==> src/hdl/video_chip_raster_registers_core_defines.svh <==
// Assertion macros for the raster register core.
`ifndef VIDEO_CHIP_RASTER_REGISTERS_CORE_DEFINES_SVH
`define VIDEO_CHIP_RASTER_REGISTERS_CORE_DEFINES_SVH

// Same-cycle implication, gated by reset.
`define VCRR_ASSERT_NOW(label, clk, rst_n, ante, cons) \
  label: assert property (@(posedge clk) disable iff (!rst_n) (ante) |-> (cons)) \
    else $error("raster core check failed");

// Next-cycle implication, gated by reset.
`define VCRR_ASSERT_NEXT(label, clk, rst_n, ante, cons) \
  label: assert property (@(posedge clk) disable iff (!rst_n) (ante) |=> (cons)) \
    else $error("raster core check failed");

`endif

==> src/hdl/vcrr_pkg.sv <==
`timescale 1ns / 1ps

package vcrr_pkg;

  localparam int unsigned NUM_REGS = 16;

  localparam logic [1:0] FUNC_TICK  = 2'd0;
  localparam logic [1:0] FUNC_READ  = 2'd1;
  localparam logic [1:0] FUNC_WRITE = 2'd2;

  localparam logic [1:0] CFG_CYCLES_PER_LINE  = 2'd0;
  localparam logic [1:0] CFG_LINES_PER_FRAME  = 2'd1;
  localparam logic [1:0] CFG_FIRST_BLANK_LINE = 2'd2;

  localparam logic [3:0] REG_RASTER_HI = 4'd3;
  localparam logic [3:0] REG_RASTER    = 4'd4;
  localparam logic [3:0] REG_PEN_X     = 4'd6;
  localparam logic [3:0] REG_PEN_Y     = 4'd7;
  localparam logic [3:0] REG_PADDLE_X  = 4'd8;
  localparam logic [3:0] REG_PADDLE_Y  = 4'd9;

  localparam logic [7:0] CPL_RESET = 8'd71;
  localparam logic [8:0] LPF_RESET = 9'd312;
  localparam logic [8:0] FBL_RESET = 9'd284;

  typedef logic [7:0] byte_t;
  typedef byte_t reg_file_t [NUM_REGS];

  localparam reg_file_t REG_RESET = '{
    8'h0C, 8'h26, 8'hF0, 8'h16, 8'h00, 8'h00, 8'h00, 8'h00,
    8'h00, 8'h00, 8'h00, 8'h00, 8'h00, 8'h00, 8'h00, 8'h1B
  };

  typedef struct packed {
    logic       load;
    logic [7:0] elapsed;
    logic       step;
  } ras_ctrl_t;

  typedef struct packed {
    logic        more;
    logic        wrapped;
    logic [8:0]  line;
    logic [31:0] frame;
  } ras_stat_t;

  function automatic logic reg_read_only(input logic [3:0] addr);
    return (addr == REG_RASTER) || (addr == REG_PEN_X) || (addr == REG_PEN_Y) ||
           (addr == REG_PADDLE_X) || (addr == REG_PADDLE_Y);
  endfunction

endpackage

==> src/hdl/vcrr_in_if.sv <==
`timescale 1ns / 1ps

interface vcrr_in_if;
  logic       valid;
  logic       ready;
  logic [1:0] func;
  logic [3:0] reg_addr;
  logic [7:0] wdata;
  logic [7:0] elapsed_cycles;

  modport source (output valid, func, reg_addr, wdata, elapsed_cycles, input ready);
  modport sink (input valid, func, reg_addr, wdata, elapsed_cycles, output ready);
endinterface

==> src/hdl/vcrr_out_if.sv <==
`timescale 1ns / 1ps

interface vcrr_out_if;
  logic        valid;
  logic        ready;
  logic [7:0]  rdata;
  logic        frame_start;
  logic [8:0]  scanline_now;
  logic [31:0] frame_count;
  logic        in_vblank;

  modport source (output valid, rdata, frame_start, scanline_now, frame_count, in_vblank,
                  input ready);
  modport sink (input valid, rdata, frame_start, scanline_now, frame_count, in_vblank,
                output ready);
endinterface

==> src/hdl/vcrr_cfg_if.sv <==
`timescale 1ns / 1ps

interface vcrr_cfg_if;
  logic       valid;
  logic       ready;
  logic [1:0] index;
  logic [8:0] data;

  modport source (output valid, index, data, input ready);
  modport sink (input valid, index, data, output ready);
endinterface

==> src/hdl/video_chip_raster_registers_core.sv <==
`timescale 1ns / 1ps
// Raster timing and byte register file of a home-computer video chip.
// in_chan: one item per access; func selects tick, register read or write.
// out_chan: exactly one result item per input item, in order.
// cfg_chan: writes cycles_per_line, lines_per_frame, first_blank_line; always
// ready, to be used only while the core is idle.
// A read or write is accepted in idle, completes in the run state and has its
// result registered; the next item is accepted once the core is back in idle.
// A tick retires the N whole scanlines that its elapsed cycles complete (up to
// 255, or 510 when cycles_per_line is lowered over a large remainder): one
// subtract-and-step unit retires one scanline per cycle. in_chan is not ready
// while an item is in work, so a tick finishes before the next item is taken.
// Results sit in an output register; the next item is accepted while one
// waits. If the receiver stalls, the following item holds at completion
// until the output register is free.
// Reset (synchronous, active low) loads power-on register defaults, clears
// the scanline, frame count and cycle remainder, and restores config defaults.
`include "video_chip_raster_registers_core_defines.svh"
module video_chip_raster_registers_core (
  input logic        clk,
  input logic        rst_n,
  vcrr_in_if.sink    in_chan,
  vcrr_out_if.source out_chan,
  vcrr_cfg_if.sink   cfg_chan
);

  localparam logic S_IDLE = 1'b0;
  localparam logic S_RUN  = 1'b1;

  logic state_r, state_nxt;

  logic [1:0] func_r;
  logic [3:0] addr_r;
  logic [7:0] wdata_r;

  logic [7:0] cpl_r;
  logic [8:0] lpf_r;
  logic [8:0] fbl_r;

  vcrr_pkg::reg_file_t regs_r, regs_nxt;

  logic        out_valid_r, out_valid_nxt;
  logic [7:0]  rdata_r;
  logic        frame_start_r;
  logic [8:0]  scanline_r;
  logic [31:0] frame_r;
  logic        vblank_r;

  vcrr_pkg::ras_ctrl_t ras_ctrl;
  vcrr_pkg::ras_stat_t ras_stat;

  logic in_acc;
  logic is_tick;
  logic finish;

  assign in_chan.ready = (state_r == S_IDLE);
  assign in_acc        = in_chan.valid && in_chan.ready;
  assign is_tick       = (func_r == vcrr_pkg::FUNC_TICK);
  assign finish        = (state_r == S_RUN) && !(is_tick && ras_stat.more) &&
                         (!out_valid_r || out_chan.ready);

  assign ras_ctrl.load    = in_acc && (in_chan.func == vcrr_pkg::FUNC_TICK);
  assign ras_ctrl.elapsed = in_chan.elapsed_cycles;
  assign ras_ctrl.step    = (state_r == S_RUN) && is_tick;

  vcrr_raster u_raster (
    .clk             (clk),
    .rst_n           (rst_n),
    .ctrl            (ras_ctrl),
    .cycles_per_line (cpl_r),
    .lines_per_frame (lpf_r),
    .stat            (ras_stat)
  );

  always_comb begin
    state_nxt = state_r;
    unique case (state_r)
      S_IDLE: if (in_acc) state_nxt = S_RUN;
      S_RUN:  if (finish) state_nxt = S_IDLE;
      default: state_nxt = S_IDLE;
    endcase
  end

  always_comb begin
    regs_nxt = regs_r;
    if (finish) begin
      if (is_tick) begin
        regs_nxt[vcrr_pkg::REG_RASTER]       = ras_stat.line[7:0];
        regs_nxt[vcrr_pkg::REG_RASTER_HI][0] = ras_stat.line[8];
      end else if ((func_r == vcrr_pkg::FUNC_WRITE) &&
                   !vcrr_pkg::reg_read_only(addr_r)) begin
        regs_nxt[addr_r] = wdata_r;
      end
    end
  end

  always_comb begin
    out_valid_nxt = out_valid_r;
    if (finish) begin
      out_valid_nxt = 1'b1;
    end else if (out_chan.ready) begin
      out_valid_nxt = 1'b0;
    end
  end

  always_ff @(posedge clk) begin
    if (!rst_n) begin
      state_r     <= S_IDLE;
      out_valid_r <= 1'b0;
      regs_r      <= vcrr_pkg::REG_RESET;
      cpl_r       <= vcrr_pkg::CPL_RESET;
      lpf_r       <= vcrr_pkg::LPF_RESET;
      fbl_r       <= vcrr_pkg::FBL_RESET;
    end else begin
      state_r     <= state_nxt;
      out_valid_r <= out_valid_nxt;
      regs_r      <= regs_nxt;
      if (cfg_chan.valid && cfg_chan.ready) begin
        unique case (cfg_chan.index)
          vcrr_pkg::CFG_CYCLES_PER_LINE:  cpl_r <= cfg_chan.data[7:0];
          vcrr_pkg::CFG_LINES_PER_FRAME:  lpf_r <= cfg_chan.data;
          vcrr_pkg::CFG_FIRST_BLANK_LINE: fbl_r <= cfg_chan.data;
          default: ;
        endcase
      end
    end
  end

  always_ff @(posedge clk) begin
    if (in_acc) begin
      func_r  <= in_chan.func;
      addr_r  <= in_chan.reg_addr;
      wdata_r <= in_chan.wdata;
    end
    if (finish) begin
      rdata_r       <= (func_r == vcrr_pkg::FUNC_READ) ? regs_r[addr_r] : 8'h00;
      frame_start_r <= is_tick && ras_stat.wrapped;
      scanline_r    <= ras_stat.line;
      frame_r       <= ras_stat.frame;
      vblank_r      <= (ras_stat.line >= fbl_r);
    end
  end

  assign cfg_chan.ready        = 1'b1;
  assign out_chan.valid        = out_valid_r;
  assign out_chan.rdata        = rdata_r;
  assign out_chan.frame_start  = frame_start_r;
  assign out_chan.scanline_now = scanline_r;
  assign out_chan.frame_count  = frame_r;
  assign out_chan.in_vblank    = vblank_r;

  `VCRR_ASSERT_NEXT(a_accept_starts_run, clk, rst_n, in_acc, state_r == S_RUN)
  `VCRR_ASSERT_NOW(a_tick_done_no_line_left, clk, rst_n, finish && is_tick,
                   !ras_stat.more)
  `VCRR_ASSERT_NEXT(a_finish_gives_result, clk, rst_n, finish,
                    out_valid_r && (state_r == S_IDLE))

endmodule

==> src/hdl/vcrr_raster.sv <==
`timescale 1ns / 1ps

module vcrr_raster (
  input  logic                clk,
  input  logic                rst_n,
  input  vcrr_pkg::ras_ctrl_t ctrl,
  input  logic [7:0]          cycles_per_line,
  input  logic [8:0]          lines_per_frame,
  output vcrr_pkg::ras_stat_t stat
);

  logic [8:0]  acc_r, acc_nxt;
  logic [8:0]  line_r, line_nxt;
  logic [31:0] frame_r, frame_nxt;
  logic        wrapped_r, wrapped_nxt;

  logic [8:0]  cpl_eff;
  logic [9:0]  lpf_eff;
  logic [9:0]  line_inc;
  logic        wrap;
  logic        more;

  assign cpl_eff  = {(cycles_per_line == 8'd0), cycles_per_line};
  assign lpf_eff  = {(lines_per_frame == 9'd0), lines_per_frame};
  assign line_inc = {1'b0, line_r} + 10'd1;
  assign wrap     = (line_inc >= lpf_eff);
  assign more     = (acc_r >= cpl_eff);

  always_comb begin
    acc_nxt     = acc_r;
    line_nxt    = line_r;
    frame_nxt   = frame_r;
    wrapped_nxt = wrapped_r;
    if (ctrl.load) begin
      acc_nxt     = acc_r + {1'b0, ctrl.elapsed};
      wrapped_nxt = 1'b0;
    end else if (ctrl.step && more) begin
      acc_nxt = acc_r - cpl_eff;
      if (wrap) begin
        line_nxt    = '0;
        frame_nxt   = frame_r + 32'd1;
        wrapped_nxt = 1'b1;
      end else begin
        line_nxt = line_inc[8:0];
      end
    end
  end

  always_ff @(posedge clk) begin
    if (!rst_n) begin
      acc_r     <= '0;
      line_r    <= '0;
      frame_r   <= '0;
      wrapped_r <= 1'b0;
    end else begin
      acc_r     <= acc_nxt;
      line_r    <= line_nxt;
      frame_r   <= frame_nxt;
      wrapped_r <= wrapped_nxt;
    end
  end

  assign stat.more    = more;
  assign stat.wrapped = wrapped_r;
  assign stat.line    = line_r;
  assign stat.frame   = frame_r;

endmodule
==> src/flat_wrapper.sv <==
// flat-port wrapper written by rule: the top's interface ports become plain ports
module video_chip_raster_registers_core_flat 
  (clk, rst_n, in_chan_valid, in_chan_func, in_chan_reg_addr, in_chan_wdata, in_chan_elapsed_cycles, in_chan_ready, out_chan_valid, out_chan_rdata, out_chan_frame_start, out_chan_scanline_now, out_chan_frame_count, out_chan_in_vblank, out_chan_ready, cfg_chan_valid, cfg_chan_index, cfg_chan_data, cfg_chan_ready);
  vcrr_in_if in_chan_i ();
  vcrr_out_if out_chan_i ();
  vcrr_cfg_if cfg_chan_i ();
  input logic clk;
  input logic rst_n;
  input wire logic [$bits(in_chan_i.valid)-1:0] in_chan_valid;
  input wire logic [$bits(in_chan_i.func)-1:0] in_chan_func;
  input wire logic [$bits(in_chan_i.reg_addr)-1:0] in_chan_reg_addr;
  input wire logic [$bits(in_chan_i.wdata)-1:0] in_chan_wdata;
  input wire logic [$bits(in_chan_i.elapsed_cycles)-1:0] in_chan_elapsed_cycles;
  output wire logic [$bits(in_chan_i.ready)-1:0] in_chan_ready;
  output wire logic [$bits(out_chan_i.valid)-1:0] out_chan_valid;
  output wire logic [$bits(out_chan_i.rdata)-1:0] out_chan_rdata;
  output wire logic [$bits(out_chan_i.frame_start)-1:0] out_chan_frame_start;
  output wire logic [$bits(out_chan_i.scanline_now)-1:0] out_chan_scanline_now;
  output wire logic [$bits(out_chan_i.frame_count)-1:0] out_chan_frame_count;
  output wire logic [$bits(out_chan_i.in_vblank)-1:0] out_chan_in_vblank;
  input wire logic [$bits(out_chan_i.ready)-1:0] out_chan_ready;
  input wire logic [$bits(cfg_chan_i.valid)-1:0] cfg_chan_valid;
  input wire logic [$bits(cfg_chan_i.index)-1:0] cfg_chan_index;
  input wire logic [$bits(cfg_chan_i.data)-1:0] cfg_chan_data;
  output wire logic [$bits(cfg_chan_i.ready)-1:0] cfg_chan_ready;
  assign in_chan_i.valid = in_chan_valid;
  assign in_chan_i.func = in_chan_func;
  assign in_chan_i.reg_addr = in_chan_reg_addr;
  assign in_chan_i.wdata = in_chan_wdata;
  assign in_chan_i.elapsed_cycles = in_chan_elapsed_cycles;
  assign in_chan_ready = in_chan_i.ready;
  assign out_chan_valid = out_chan_i.valid;
  assign out_chan_rdata = out_chan_i.rdata;
  assign out_chan_frame_start = out_chan_i.frame_start;
  assign out_chan_scanline_now = out_chan_i.scanline_now;
  assign out_chan_frame_count = out_chan_i.frame_count;
  assign out_chan_in_vblank = out_chan_i.in_vblank;
  assign out_chan_i.ready = out_chan_ready;
  assign cfg_chan_i.valid = cfg_chan_valid;
  assign cfg_chan_i.index = cfg_chan_index;
  assign cfg_chan_i.data = cfg_chan_data;
  assign cfg_chan_ready = cfg_chan_i.ready;
  video_chip_raster_registers_core u_core (.clk(clk), .rst_n(rst_n), .in_chan(in_chan_i), .out_chan(out_chan_i), .cfg_chan(cfg_chan_i));
endmodule
==> config.mk <==
export PLATFORM = sky130hd
export DESIGN_NAME = video_chip_raster_registers_core_flat
export DESIGN_NICKNAME = d
export VERILOG_FILES = /design/src/hdl/vcrr_pkg.sv /design/src/hdl/vcrr_in_if.sv /design/src/hdl/vcrr_out_if.sv /design/src/hdl/vcrr_cfg_if.sv /design/src/hdl/video_chip_raster_registers_core.sv /design/src/hdl/vcrr_raster.sv /design/src/flat_wrapper.sv
export VERILOG_INCLUDE_DIRS = /design/src /design/src/hdl
export SDC_FILE = /design/constraint.sdc
export NUM_CORES = 1
export LEC_CHECK = 0
export BUFFER_PORTS_ARGS = -buffer_cell sky130_fd_sc_hd__buf_2
export CORE_MARGIN = 3
export CORE_UTILIZATION = 52
export DETAILED_ROUTE_END_ITERATION = 10
export PLACE_DENSITY = 0.77
export SLEW_MARGIN = 0
export SYNTH_ARGS = -nofsm -noshare
export SYNTH_HDL_FRONTEND = slang
export SYNTH_SLANG_ARGS = --single-unit
==> constraint.sdc <==
create_clock -name clk -period 6.1 [get_ports clk]
set_input_delay 0 -clock clk [delete_from_list [all_inputs] [get_ports clk]]
set_output_delay 0 -clock clk [all_outputs]
set_load 0.05 [all_outputs]
==> flow_summary.json <==
{
  "rows": 55,
  "cp_max_fo": 9,
  "grt_overflow": 0,
  "fin_nets": 1345,
  "grt_pass1_wl_mm": 44.8,
  "synthTopCellsByCount": "dfxtp_1 (207), nand2_1 (136), nor2b_1 (80), mux2i_1 (73), edfxtp_1 (65)",
  "ir_drop_v": 0.000182,
  "yosysSeqAreaShare_pct": 49.0,
  "area_growth_pct": 15.0,
  "drtIter0Drc": 718,
  "hpwl_mm": 18.4,
  "arrival_ns": 4.33,
  "post-synth-top-count-cell": "dfxtp_1",
  "dpl_cell_area_um2": 13100,
  "power.density_nw_per_um2": 275,
  "die_w_um": 161,
  "rsz0062_at_grt": "false",
  "vias": 8992,
  "clkSinkCount": 272,
  "initial_core_util_pct": 53.9,
  "synth_ff_type": "dfxtp_1",
  "drc": 0,
  "final_area_um2": 14300,
  "io_buffers": 90,
  "postSynthAreaPerCell_um2": 10.6,
  "period_share_pct": 63.7,
  "htreeDepth": 1,
  "synth_nets": 1253,
  "grt_pass1_vias": 8652,
  "cts_tree": "yes",
  "synth_seq_cells": 272,
  "ff_latch_area_um2": 6100,
  "nFillCells": 1858,
  "grt_max_degree": 117,
  "core-area_um2": 23100,
  "drt-total-wl_mm": 27.4,
  "power.static_leakage_nw": 5.23,
  "ys_async_sr_fraction_pct": 0,
  "clkSlewWorstSetupHoldPaths_ns": 0.06,
  "netlist_top_cells_area": "dfxtp_1 (33%), edfxtp_1 (16%), mux4_2 (7.2%)",
  "hold_viol": 0,
  "status": "completed",
  "first_pass_iters": 5,
  "clk_latency_ns": 0.53,
  "rr_worst_depth": 11,
  "synthDistinctLibCells": 62,
  "yosys_warnings": 0,
  "start_kind": "flop",
  "die_h_um": 161,
  "cp.required_ns": 6.55,
  "antenna_found_initial": 0,
  "whs_ns": 0.0324,
  "end_kind": "flop",
  "cts_buffers": 27,
  "cts.repair.resized": 0,
  "io_pins": 92,
  "setup_viol": 0,
  "crit_type": "reg -> reg",
  "die_area_um2": 25800,
  "ant_nets": 0,
  "diodes": 0,
  "holdCritPathClass": "in -> reg",
  "synth_edf_count": 65,
  "slew_viol_final": 0,
  "syn-cell-area_um2": 12400,
  "tightest_slew_ns": 1.11,
  "multi_input_area_um2": 5960,
  "timing.fmax_mhz": 257,
  "setup-tns-final_ns": 0,
  "synth_top_area_cell": "dfxtp_1",
  "hold-path-cell-count": 5,
  "fin_worst_skew_ns": 0.0113,
  "synth_top_cell_area_share_pct": 33.3,
  "layout-drive-gt1-share_pct": 15.0,
  "maxCapViolCount": 0,
  "cts_buffer_depth": 3,
  "globalplace.congestion": 0.855,
  "detail_route.wl_per_cell_um": 17.2,
  "root_buffer": "clkbuf_16",
  "period_minus_slack_ns": 3.89,
  "netlist_instances": 1175,
  "slew_headroom_pct": 25.4,
  "grt_usage_pct": 20.9,
  "viasPerCell": 5.62
}
-- per-stage QoR --
stage | worst slack, ns | total power (W) | std cells | util, %
6_report | 2.21 | 0.00394 | 1600 | 62.0
5_1_grt | 1.88 | 0.00406 | 1600 | 62.0
4_1_cts | 2.25 | 0.00396 | 1600 | 62.0
3_5_place_dp | 2.35 | 0.00229 | 1519 | 56.8
3_3_place_gp | 2.50 | 0.00229 | 1519 | 56.8
2_1_floorplan | 0.118 | 0.00221 | 1175 | -
-- worst max-delay path, cell delays in order, from the launching register on --
cell	delay (ns)
dfxtp_1	0.51
nand3_1	0.22
nor2_1	0.36
nand3_1	0.25
xnor2_1	0.20
ha_1	0.31
and4_1	0.26
nor3b_1	0.36
a311o_1	0.38
nand4_1	0.37
or3_1	0.43
a21boi_0	0.17
-- timing repair --
item                                   4_1_cts  5_1_grt
endpoints found under the hold margin       43        0
hold buffers                                32        0
setup buffers                                0        0
-- area by class of cell --
class	instances	area share, %
multi-input combinational	801	41.7
sequential	272	42.6
timing repair buffer	129	5.78
clock inverter	10	0.936
inverter	36	0.945
clock buffer	39	5.25
tap	313	2.74
-- layout by cell type (no fill, tap or decap), types with 4 or more instances in the layout --
master           n
edfxtp_1        65
a21o_1           5
a21oi_1         28
xnor2_1         23
nand3_1         27
mux4_2          40
inv_1           35
o21ai_0         59
nor2_1          36
clkbuf_16       27
nor2b_1         79
and4_1           5
clkbuf_1         9
nand2b_1        16
o211ai_1        12
buf_4            8
xor2_1           7
nand2_1        136
nor4_1          10
dfxtp_1        207
and2_1          47
dlygate4sd3_1   32
ha_1            38
or3_1            9
a31oi_1          4
nand4_1         15
a21boi_0        43
o21a_1          15
nor3_1          16
mux2i_1         73
buf_2           89
and3_1           8
-- registers in the layout, summed over array words and instances, names as in the netlist, 9 cells and up --
name                          cells
u_core.regs_r                   128
u_core.out_chan.frame_count      32
u_core.u_raster.frame_r          32
u_core.fbl_r                      9
u_core.lpf_r                      9
u_core.out_chan.scanline_now      9
u_core.u_raster.acc_r             9
u_core.u_raster.line_r            9
-- per-layer routing --
layer  share of wire [%]  up-vias  GRT usage, %
li1                    -     4347             -
met1                  47     4334          30.4
met2                  45      266          32.6
met3                 5.7       45          3.22
met4                 2.0        0          5.60
met5                   0        -             0
-- path summary, 6_finish.rpt --
| path | start | end | slack (ns) |
|---|---|---|---|
| max reg2reg | u_core.u_raster.line_r[2] | u_core.u_raster.frame_r[22] | 2.21 |
| min reg2reg | u_core.u_raster.frame_r[9] | u_core.out_chan.frame_count[9] | 0.44 |
| min | in_chan_elapsed_cycles[7] | u_core.u_raster.acc_r[7] | 0.03 |
| max | u_core.u_raster.line_r[2] | u_core.u_raster.frame_r[22] | 2.21 |
-- power by group --
group | switching (W) | internal, W
Sequential | 0.0000346 | 0.00189
Combinational | 0.000229 | 0.000119
Clock | 0.000686 | 0.000982
Total | 0.000949 | 0.00299
-- logic make-up after synthesis --
| family | share of synthesized area [%] |
|---|---|
| other cells | 0.0302 |
| mux | 13.1 |
| fa+ha+maj | 4.14 |
| buf+inv | 3.17 |
| compound gates | 10.2 |
| simple gates | 18.2 |
| xor+xnor | 2.11 |
| flops | 49.0 |
No activity file was read; power rests on OpenSTA's default activity.
